===== src/msrm_pkg.sv =====
// Shared types and constants for the motor stall and runaway monitor.
package msrm_pkg;

   // Item kinds carried on the request tuser
   localparam logic [1:0] MODE_ENC_LEFT  = 2'd0;
   localparam logic [1:0] MODE_ENC_RIGHT = 2'd1;
   localparam logic [1:0] MODE_CURRENT   = 2'd2;

   // Configuration register indexes
   localparam int unsigned CSR_INDEX_W = 8;
   localparam logic [CSR_INDEX_W-1:0] CSR_RATE_LIMIT        = 8'd0;
   localparam logic [CSR_INDEX_W-1:0] CSR_DISTANCE_LIMIT    = 8'd1;
   localparam logic [CSR_INDEX_W-1:0] CSR_CURRENT_LIMIT     = 8'd2;
   localparam logic [CSR_INDEX_W-1:0] CSR_STALL_COUNT_LIMIT = 8'd3;

   // Register reset values
   localparam logic [15:0] RATE_LIMIT_RST        = 16'd1900;
   localparam logic [15:0] DISTANCE_LIMIT_RST    = 16'd156;
   localparam logic [14:0] CURRENT_LIMIT_RST     = 15'd1000;
   localparam logic [7:0]  STALL_COUNT_LIMIT_RST = 8'd5;

   localparam logic [9:0] MS_PER_SECOND = 10'd1000;
   localparam logic [7:0] RUN_MAX       = 8'hFF;

   typedef struct packed {
      logic [15:0] rate_limit;
      logic [15:0] distance_limit;
      logic [14:0] current_limit;
      logic [7:0]  stall_count_limit;
   } cfg_type;

   typedef struct packed {
      logic [1:0]         mode;
      logic signed [31:0] encoder_count;
      logic [31:0]        time_ms;
      logic signed [15:0] current_left;
      logic signed [15:0] current_right;
   } item_type;

   typedef struct packed {
      logic estop;
      logic runaway_trip;
      logic fault_motor;
      logic stall_left;
      logic stall_right;
   } res_type;

endpackage


===== src/msrm_csr.sv =====
// Configuration register bank for the motor stall and runaway monitor.
module msrm_csr (
   input  logic                                 clock,
   input  logic                                 reset,
   input  logic                                 csr_valid,
   output logic                                 csr_ready,
   input  logic [msrm_pkg::CSR_INDEX_W-1:0]     csr_index,
   input  logic [15:0]                          csr_data,
   output msrm_pkg::cfg_type                    cfg
);
   import msrm_pkg::*;

   cfg_type cfg_ff, cfg_in;

   assign csr_ready = 1'b1;
   assign cfg = cfg_ff;

   always_comb begin
      cfg_in = cfg_ff;
      if (csr_valid) begin
         case (csr_index)
            CSR_RATE_LIMIT:        cfg_in.rate_limit = csr_data;
            CSR_DISTANCE_LIMIT:    cfg_in.distance_limit = csr_data;
            CSR_CURRENT_LIMIT:     cfg_in.current_limit = csr_data[14:0];
            CSR_STALL_COUNT_LIMIT: cfg_in.stall_count_limit = csr_data[7:0];
            default:               cfg_in = cfg_ff; // drop unknown index
         endcase
      end
   end

   always_ff @(posedge clock) begin
      if (reset) begin
         cfg_ff.rate_limit        <= RATE_LIMIT_RST;
         cfg_ff.distance_limit    <= DISTANCE_LIMIT_RST;
         cfg_ff.current_limit     <= CURRENT_LIMIT_RST;
         cfg_ff.stall_count_limit <= STALL_COUNT_LIMIT_RST;
      end else begin
         cfg_ff <= cfg_in;
      end
   end

endmodule


===== src/msrm_core.sv =====
// Per-motor state and the combinational stall and runaway evaluation.
module msrm_core (
   input  logic               clock,
   input  logic               reset,
   input  logic               step,
   input  msrm_pkg::item_type item,
   input  msrm_pkg::cfg_type  cfg,
   output msrm_pkg::res_type  res
);
   import msrm_pkg::*;

   logic [1:0]  primed_ff, primed_in;
   logic [31:0] prev_count_ff [2];
   logic [31:0] prev_count_in [2];
   logic [31:0] prev_time_ff  [2];
   logic [31:0] prev_time_in  [2];
   logic [31:0] acc_ff        [2];
   logic [31:0] acc_in        [2];
   logic [7:0]  run_ff        [2];
   logic [7:0]  run_in        [2];

   logic        sel;
   logic [31:0] diff, mag, dt, acc_sat;
   logic [41:0] lhs;
   logic [47:0] rhs;
   logic [32:0] acc_sum;
   logic        fast, trip, fault;
   logic [15:0] mag_left, mag_right;
   logic        over_left, over_right;

   function automatic logic [15:0] cur_mag(input logic signed [15:0] v);
      logic [15:0] u;
      u = $unsigned(v);
      cur_mag = v[15] ? (16'd0 - u) : u;
   endfunction

   function automatic logic [7:0] run_next(input logic [7:0] run, input logic over);
      if (!over) begin
         run_next = 8'd0;
      end else if (run == RUN_MAX) begin
         run_next = RUN_MAX;
      end else begin
         run_next = run + 8'd1;
      end
   endfunction

   // Encoder path: change, elapsed time and the cross-multiplied rate check
   assign sel     = item.mode[0];
   assign diff    = $unsigned(item.encoder_count) - prev_count_ff[sel];
   assign mag     = diff[31] ? (32'd0 - diff) : diff;
   assign dt      = item.time_ms - prev_time_ff[sel];
   assign lhs     = 42'(mag) * 42'(MS_PER_SECOND);
   assign rhs     = 48'(cfg.rate_limit) * 48'(dt);
   assign fast    = {6'd0, lhs} > rhs;
   assign acc_sum = {1'b0, acc_ff[sel]} + {1'b0, mag};
   assign acc_sat = acc_sum[32] ? 32'hFFFF_FFFF : acc_sum[31:0];
   assign trip    = acc_sat > {16'd0, cfg.distance_limit};

   // Current path
   assign mag_left   = cur_mag(item.current_left);
   assign mag_right  = cur_mag(item.current_right);
   assign over_left  = mag_left > {1'b0, cfg.current_limit};
   assign over_right = mag_right > {1'b0, cfg.current_limit};

   always_comb begin
      primed_in     = primed_ff;
      prev_count_in = prev_count_ff;
      prev_time_in  = prev_time_ff;
      acc_in        = acc_ff;
      run_in        = run_ff;
      fault         = 1'b0;
      res.fault_motor = 1'b0;
      case (item.mode)
         MODE_ENC_LEFT, MODE_ENC_RIGHT: begin
            res.fault_motor = sel;
            if (primed_ff[sel]) begin
               if (fast && trip) begin
                  fault       = 1'b1;
                  acc_in[sel] = 32'd0;
               end else if (fast) begin
                  acc_in[sel] = acc_sat;
               end else begin
                  acc_in[sel] = 32'd0;
               end
            end else begin
               primed_in[sel] = 1'b1;
            end
            prev_count_in[sel] = $unsigned(item.encoder_count);
            prev_time_in[sel]  = item.time_ms;
         end
         MODE_CURRENT: begin
            run_in[0] = run_next(run_ff[0], over_left);
            run_in[1] = run_next(run_ff[1], over_right);
         end
         default: begin
         end
      endcase
      res.runaway_trip = fault;
      res.stall_left   = run_in[0] > cfg.stall_count_limit;
      res.stall_right  = run_in[1] > cfg.stall_count_limit;
      res.estop        = fault ||
                         ((item.mode == MODE_CURRENT) && (res.stall_left || res.stall_right));
   end

   always_ff @(posedge clock) begin
      if (reset) begin
         primed_ff <= 2'b00;
         acc_ff    <= '{32'd0, 32'd0};
         run_ff    <= '{8'd0, 8'd0};
      end else if (step) begin
         primed_ff <= primed_in;
         acc_ff    <= acc_in;
         run_ff    <= run_in;
      end
   end

   always_ff @(posedge clock) begin
      if (step) begin
         prev_count_ff <= prev_count_in;
         prev_time_ff  <= prev_time_in;
      end
   end

   a_fault_needs_primed: assert property (@(posedge clock) disable iff (reset)
      step && res.runaway_trip |-> primed_ff[sel])
      else $error("runaway fault on an unprimed motor");

   a_fault_clears_acc: assert property (@(posedge clock) disable iff (reset)
      step && res.runaway_trip |=> acc_ff[$past(sel)] == 32'd0)
      else $error("accumulator not cleared after runaway fault");

   a_idle_holds_state: assert property (@(posedge clock) disable iff (reset)
      !step |=> $stable(primed_ff) && $stable(run_ff[0]) && $stable(run_ff[1]))
      else $error("motor state changed without an item");

endmodule


===== src/motor_stall_runaway_monitor.sv =====
// Motor stall and runaway monitor: two-motor emergency stop decision, top level.
//
// Each request beat is one sample: tuser selects a left encoder sample, a right
// encoder sample, or a current pair (code 3 changes nothing and reports the stored
// stall state). Every request beat yields exactly one response beat. A current pair
// advances each motor's run of consecutive over-limit readings (saturating at 255);
// a motor is stalled while its run exceeds stall_count_limit, and a stall seen on a
// current pair raises estop. An encoder sample compares the count change against
// the elapsed wrapping milliseconds, |change| * 1000 > rate_limit * elapsed; fast
// changes add to that motor's saturating accumulator, slow ones clear it, and an
// accumulator above distance_limit fires a runaway fault with estop and clears it.
// The first encoder sample of each motor only primes it. Throughput is one beat per
// clock while the response is not back-pressured: a request register feeds one
// evaluation stage (the 16x32 rate multiply and its compare are the longest path)
// that updates motor state and loads the response register. Write configuration
// only while idle; csr_ready is always high and unknown indexes are dropped.
module motor_stall_runaway_monitor (
   input  logic        clock,
   input  logic        reset,
   // request: tdata = encoder_count[31:0], time_ms[63:32],
   //          current_left[79:64], current_right[95:80]
   input  logic        req_tvalid,
   output logic        req_tready,
   input  logic [95:0] req_tdata,
   // request: tuser = mode[1:0]
   input  logic [1:0]  req_tuser,
   // response: tdata = estop[0], runaway_trip[1], fault_motor[2],
   //           stall_left[3], stall_right[4], zero[7:5]
   output logic        rsp_tvalid,
   input  logic        rsp_tready,
   output logic [7:0]  rsp_tdata,
   // configuration write channel
   input  logic                             csr_valid,
   output logic                             csr_ready,
   input  logic [msrm_pkg::CSR_INDEX_W-1:0] csr_index,
   input  logic [15:0]                      csr_data
);
   import msrm_pkg::*;

   cfg_type  cfg;
   item_type req_item;
   item_type in_item_ff;
   logic     in_valid_ff;
   res_type  core_res;
   res_type  out_res_ff;
   logic     out_valid_ff;
   logic     advance;

   msrm_csr u_csr (
      .clock     (clock),
      .reset     (reset),
      .csr_valid (csr_valid),
      .csr_ready (csr_ready),
      .csr_index (csr_index),
      .csr_data  (csr_data),
      .cfg       (cfg)
   );

   always_comb begin
      req_item.mode          = req_tuser;
      req_item.encoder_count = $signed(req_tdata[31:0]);
      req_item.time_ms       = req_tdata[63:32];
      req_item.current_left  = $signed(req_tdata[79:64]);
      req_item.current_right = $signed(req_tdata[95:80]);
   end

   // Evaluate the held beat once the response register is free or draining.
   assign advance    = in_valid_ff && (!out_valid_ff || rsp_tready);
   assign req_tready = !in_valid_ff || advance;

   // Request register: load on accept, drop once evaluated.
   always_ff @(posedge clock) begin
      if (reset) begin
         in_valid_ff <= 1'b0;
      end else if (req_tvalid && req_tready) begin
         in_valid_ff <= 1'b1;
      end else if (advance) begin
         in_valid_ff <= 1'b0;
      end
   end

   always_ff @(posedge clock) begin
      if (req_tvalid && req_tready) begin
         in_item_ff <= req_item;
      end
   end

   msrm_core u_core (
      .clock (clock),
      .reset (reset),
      .step  (advance),
      .item  (in_item_ff),
      .cfg   (cfg),
      .res   (core_res)
   );

   // Response register: hold until taken.
   always_ff @(posedge clock) begin
      if (reset) begin
         out_valid_ff <= 1'b0;
      end else if (advance) begin
         out_valid_ff <= 1'b1;
      end else if (rsp_tready) begin
         out_valid_ff <= 1'b0;
      end
   end

   always_ff @(posedge clock) begin
      if (advance) begin
         out_res_ff <= core_res;
      end
   end

   assign rsp_tvalid = out_valid_ff;
   assign rsp_tdata  = {3'd0, out_res_ff.stall_right, out_res_ff.stall_left,
                        out_res_ff.fault_motor, out_res_ff.runaway_trip, out_res_ff.estop};

   a_fault_has_estop: assert property (@(posedge clock) disable iff (reset)
      rsp_tvalid && out_res_ff.runaway_trip |-> out_res_ff.estop)
      else $error("runaway fault without estop");

   a_estop_has_cause: assert property (@(posedge clock) disable iff (reset)
      rsp_tvalid && out_res_ff.estop && !out_res_ff.runaway_trip |->
         out_res_ff.stall_left || out_res_ff.stall_right)
      else $error("estop without a fault or stall");

   a_no_overwrite: assert property (@(posedge clock) disable iff (reset)
      out_valid_ff && !rsp_tready |-> !advance)
      else $error("response overwritten while stalled");

endmodule

===== config.mk =====
export PLATFORM = sky130hd
export DESIGN_NAME = motor_stall_runaway_monitor
export DESIGN_NICKNAME = d
export VERILOG_FILES = /design/src/msrm_pkg.sv /design/src/msrm_csr.sv /design/src/msrm_core.sv /design/src/motor_stall_runaway_monitor.sv
export SDC_FILE = /design/constraint.sdc
export NUM_CORES = 2
export LEC_CHECK = 0
export ABC_AREA = 1
export BUFFER_PORTS_ARGS = -buffer_cell sky130_fd_sc_hd__buf_2
export CORE_MARGIN = 2
export CORE_UTILIZATION = 35
export DETAILED_ROUTE_END_ITERATION = 7
export PLACE_DENSITY_LB_ADDON = 0.3
export SLEW_MARGIN = 25
export SYNTH_ARGS = -nofsm -noshare
export SYNTH_HDL_FRONTEND = slang
export SYNTH_SLANG_ARGS = --single-unit
export TNS_END_PERCENT = 1

===== constraint.sdc =====
create_clock -name clock -period 10.5 [get_ports clock]
set_input_delay 1.05 -clock clock [delete_from_list [all_inputs] [get_ports clock]]
set_output_delay 1.05 -clock clock [all_outputs]
set_load 0.05 [all_outputs]

Yosys cells after proc, flatten, opt, wreduce, memory -nomap -nowiden

Cells that the tools add are included.

Multipliers: 2
$lt $le $gt $ge: 10
Reductions and logical operators: 24
Bitwise operators: 5
Muxes and demuxes: 36
Div/mod/pow operators: 0
Equal/unequal tests: 7
Shift-type cells: 0
Add/subtract/negate cells: 8

Operators with widths:

| cell                    | number |
|---|---|
| $mux W32                | 12 |
| $bwmux W64              | 3 |
| $mux W64                | 2 |
| $and A64 B64 Y64        | 1 |
| $not A64 Y64            | 1 |
| $sub A32 B32 Y32        | 2 |
| $gt A42 B48 Y1          | 1 |
| $mul A16 B32 Y48        | 1 |
| $mux W16                | 3 |
| $mul A32 B7 Y39 const B | 1 |
| $add A32 B32 Y33        | 1 |
| $demux W32 S1           | 1 |
| $gt A16 B15 Y1          | 2 |
| $gt A32 B16 Y1          | 1 |
| $mux W8                 | 4 |
| $sub A1 B16 Y16 const A | 2 |
| $sub A1 B32 Y32 const A | 1 |
| $add A8 B1 Y8 const B   | 2 |
| $eq A8 B2 Y1 const B    | 2 |
| $eq A8 B8 Y1 const B    | 2 |
| $gt A8 B8 Y1            | 2 |
| $mux W1                 | 10 |
| $reduce_and A2 Y1       | 5 |
| $eq A8 B1 Y1 const B    | 1 |
| other kinds (18)        | 29 |

Bits in latches: 0
Word-level logic and storage cells: 117
ROM bits: 0
Input bits: 127
Bits in writable memories: 0
Output and inout port bits: 11
Flip-flop bits (word level): 370
Memories kept: 0

Longest topological paths before layout

Word-level depth: 15
Mapped depth: 72
Depth with buffers taken out: 66

Hierarchy

A second synthesis with hierarchy kept.

Cell total of the unflattened synthesis: 5,437
Area total of the unflattened synthesis: 44,308.7 um^2

By module, submodules not included:

| module                      | times used | cells each | area an instance (um^2) | seq. area each (um^2) |
|---|---|---|---|---|
| msrm_core                   | 1          | 5,003      | 38,748.4                | 5,485.3 |
| motor_stall_runaway_monitor | 1          | 119        | 3,210.6                 | 3,133.0 |
| msrm_csr                    | 1          | 315        | 2,349.8                 | 1,101.1 |

Worst setup path after synthesis

Ideal clock, no wire load.

Path kind: reg2reg
Start: register in_item_ff[96] in the netlist's numbering
End: register out_res_ff (netlist bit rsp_tdata[0]) (data pin)
Path slack: -1.023 ns
Path buffers: 7
Setup time: 0.169 ns
Stages on the path, launching flop included: 70
Arrival time: 11.354 ns
Required time: 10.331 ns
Cell sequence: edfxtp_1 > clkbuf_1 > clkbuf_1 > clkbuf_1 > clkbuf_1 > buf_1 > nand2_1 > nand2_1 > ha_1 > fa_1 > inv_1 > nand3_1 > nand2_1 > a21oi_1 > o21bai_1 > a21boi_0 > o21ai_0 > a21boi_0 > (+34 left out) > ha_1 > nand2_1 > nor2_1 > nand4_1 > nor4_1 > nand2_1 > nand4_1 > nand2_1 > nand2_1 > nand3_1 > nand2_1 > nand4_1 > nor2_1 > nand4_1 > clkinv_1 > clkbuf_1 > nand2_1 > o31ai_1

RTL lines:

| element                  | line                               | text |
|---|---|---|
| start: declaration       | motor_stall_runaway_monitor.sv:42  | `item_type in_item_ff;` |
| start signal: assignment | motor_stall_runaway_monitor.sv:84  | `in_item_ff <= req_item;` |
| end signal: assignment   | motor_stall_runaway_monitor.sv:110 | `out_res_ff <= core_res;` |
| end: declaration         | motor_stall_runaway_monitor.sv:45  | `res_type out_res_ff;` |

Worst setup path in the final report

Start: register in_item_ff[96] in the netlist's numbering
End: register u_core.acc_ff[46] in the netlist's numbering

Word-level cells in the longest chain between the ends: 12
Elaborated cells on any way between the ends: 37

RTL lines:

| element                                                                 | line             | text |
|---|---|---|
| parallel branches: the longest is 12 deep, another holds $gt A42 B48 Y1 | --               |  |
| end signal: assignment                                                  | msrm_core.sv:108 | `acc_ff <= '{32'd0, 32'd0};` |
| end signal: assignment                                                  | msrm_core.sv:112 | `acc_ff <= acc_in;` |
| end: declaration                                                        | msrm_core.sv:17  | `logic [31:0] acc_ff [2];` |

Several ways; the timed one is not identified. The select of a mux whose other input is x is not followed.
A chain may end at the register's enable or synchronous reset.

==> results.tsv <==
stage	metric	value	unit
worst_setup_path	WP buf/inv	16	
global_routing	GRT Util Overall	0.2034	
worst_setup_path	Worst EP required	10.97	ns
outcome	failing checks	setup timing	
placed_design	routability cong.	0.9147	
worst_setup_path	Worst Setup End Kind	register	
detailed_routing	Starting DRT DRC Count	2229	
timing	Final min period	10.83	ns
placed_design	Port-buffer cells	133	
timing	f_max	92.32	MHz
detailed_routing	final antenna-violating net count	0	
global_routing	grt ovf	0	
logic_synthesis	Synth area leaders	fa_1, edfxtp_1, ha_1, inv_1, nand2_1	
logic_synthesis	synthesized area	43900	sq um
logic_synthesis	Yosys top cell area share	0.2426	
logic_synthesis	ys async rst share	0	
global_routing	vias in the first global route	37190	
timing	number of max-slew violations in the final report	0	
logic_synthesis	Yosys warnings	0	
detailed_routing	Total Routed Length	128300	um
logic_synthesis	syn_area_per_cell	8.238	sq um
worst_setup_path	CP top delay family	adder cells	
floorplanning	Die Y	358.2	um
logic_synthesis	Cells after Synth	5329	
logic_synthesis	Primary FF master, synth	edfxtp_1	
detailed_routing	Vias/cell	4.786	
floorplanning	I/O pin count	138	
clocking	H-tree levels	2	
worst_setup_path	Crit path largest cell delay	0.56	ns
timing	Final Cycle Share	1.032	
timing	Relative slew margins	0.2607	
min_path	Hold Path Class	register to register	
global_routing	antenna violations before repair	1	
timing	Final setup viols	50	
finish	Design Area, Final	52530	sq um
worst_setup_path	largest fanout on the critical path	8	
clocking	CTS buffer count	45	
logic_synthesis	Seq cells post-synth	370	
finish	Antenna diodes	0	
detailed_routing	via count	36370	
logic_synthesis	Synth cell types	61	
run	Max Cap Viol	0	
min_path	hold path start	u_core.acc_ff[25]$_SDFFE_PP0P_	
detailed_routing	Remaining DRCs	0	
worst_setup_path	crit path kind	register to register	
floorplanning	cell row count	129	
worst_setup_path	Critical Path Source	in_item_ff[96]$_DFFE_PP_	
timing	RSZ-0062 raised after global routing	yes	
global_routing	first-pass GRT wire length	204400	um
logic_synthesis	sequential share of the synthesized area	0.2214	
worst_setup_path	Critical Path AT	11.30	ns
finish	Final Util	0.4232	
outcome	outcome	finished with violations	
clocking	Skew-Pair Late Insertion Delay	0.64	ns
detailed_routing	drt first pass iters	6	
clocking	clock slew at reported path FFs	0.06	ns
global_routing	pin count of the biggest net entering global routing	74	
logic_synthesis	most area-hungry cell type in the Yosys netlist	fa_1	
worst_setup_path	CP startpoint kind	register	
finish	share of cells above drive strength 1	0.1716	
placed_design	Cells after DPL	7486	
detailed_routing	drt wl/cell	16.89	um
logic_synthesis	most frequent cell after synthesis	inv_1	
floorplanning	Core Region	124100	sq um
clocking	CTS Sinks	370	
timing	fin worst setup slack	-0.3321	ns
worst_setup_path	Crit-path slowest cell	fa_1	
timing	Final Hold Vio Count	0	
clocking	Post-CTS Hold Fix Bufs	0	
floorplanning	starting density of the core	0.3537	
timing	clock skew	0.03586	ns
clocking	root buffer cell	clkbuf_16	
finish	area grow syn2layout	19.66	%
logic_synthesis	number of enable flip-flop cells after synthesis	231	
worst_setup_path	Worst R2R Start	in_item_ff[96]$_DFFE_PP_	
finish	fin nets	6978	
logic_synthesis	top post-synthesis cells by count	inv_1, nand2_1, fa_1	
finish	Non-Filler Instances	7599	
clocking	CTS tree	built	
timing	worst slew pin tran	1.097	ns
floorplanning	Die Wd	358.2	um
placed_design	Post-DP Area	50240	sq um
placed_design	Detail Placement HPWL	105700	um
floorplanning	Die ar.	128300	sq um
clocking	Max Root-Sink Buffers	3	
## logic make-up after synthesis
logic type / after synthesis / share of synthesized area
buffers and inverters: 1251 / 0.1087
XOR/XNOR: 170 / 0.03392
flip-flops: 370 / 0.2214
multiplexers: 59 / 0.01345
other: 2 / 0.0001711
adder cells (fa/ha/maj): 925 / 0.3546
AND/OR/NAND/NOR: 1861 / 0.1803
AO/OA/AOI/OAI: 691 / 0.08741
## tightest hold or removal path, stage by stage, from the launching register on
cell      delay, ns
dfxtp_1        0.31
inv_1          0.05
a211oi_1       0.04
## metal layers
metal  GRT usage  wire (um)  vias up  part of all wire
li1            -          -    17970                 -
met1      0.2686      56670    17430              0.44
met2      0.3422      60380      798              0.47
met3     0.02595       6316      172             0.049
met4     0.07213       4977        0             0.039
met5           0          0        -                 0
## stage by stage
stage	worst slack, ns	setup TNS, ns	hold slack, ns
floorplan	0.00007372	0	0.4156
global placement	-0.5106	-23.07	0.4241
detailed placement	-0.5742	-27.40	0.4255
CTS	-0.1587	-4.347	0.4352
global route	-0.9980	-47.71	0.4532
finish	-0.3321	-14.06	0.4347
## sequential cells by signal (all words and copies together), names as in the netlist
register              count
in_item_ff               98
in_valid_ff               1
rsp_tdata                 5
rsp_tvalid                1
u_core.acc_ff            64
u_core.prev_count_ff     64
u_core.prev_time_ff      64
u_core.primed_ff          2
u_core.run_ff            16
u_csr.cfg                55
## what timing repair did
| item | CTS | global route |
|---|---|---|
| setup buffers | 13 | 17 |
| hold endpoints to repair | 0 | 0 |
| setup endpoints to repair | 50 | 50 |
| resized for setup | 65 | 79 |
| gates cloned | 1 | 0 |
| pin swaps | 37 | 66 |
## cell usage in the layout, fill, tap and decap left out, types with 109 or more instances in the layout
master and n:
fa_1 530, a21oi_1 301, buf_4 541, inv_1 1064, xor2_1 109, dfxtp_1 139
nor2_1 425, buf_2 132, ha_1 386, o21ai_0 218, nand2_1 980, nand3_1 170
edfxtp_1 231
## worst paths after layout
kind | endpoint | slack, ns | depth (start not counted)
worst min register to register | u_core.acc_ff[25]$_SDFFE_PP0P_ | 0.43 | 2
worst min-delay path | u_core.acc_ff[25]$_SDFFE_PP0P_ | 0.43 | 2
worst max-delay path | u_core.acc_ff[46]$_SDFFE_PP0P_ | -0.33 | 64
worst max register to register | u_core.acc_ff[46]$_SDFFE_PP0P_ | -0.33 | 64
## cell type report
type / instances / area [sq um]
clock buffers: 55 / 1184
clock inverters: 28 / 347.8
fillers: 12350 / 71590
inverters: 1103 / 4163
multi-input cells: 3710 / 29970
flip-flops and latches: 370 / 9719
well taps: 1637 / 2048
repair buffers: 696 / 5106
Power is left out: the tool's default activity adds up to more than one toggle a clock period on the data nets, which glitch-free logic cannot reach.
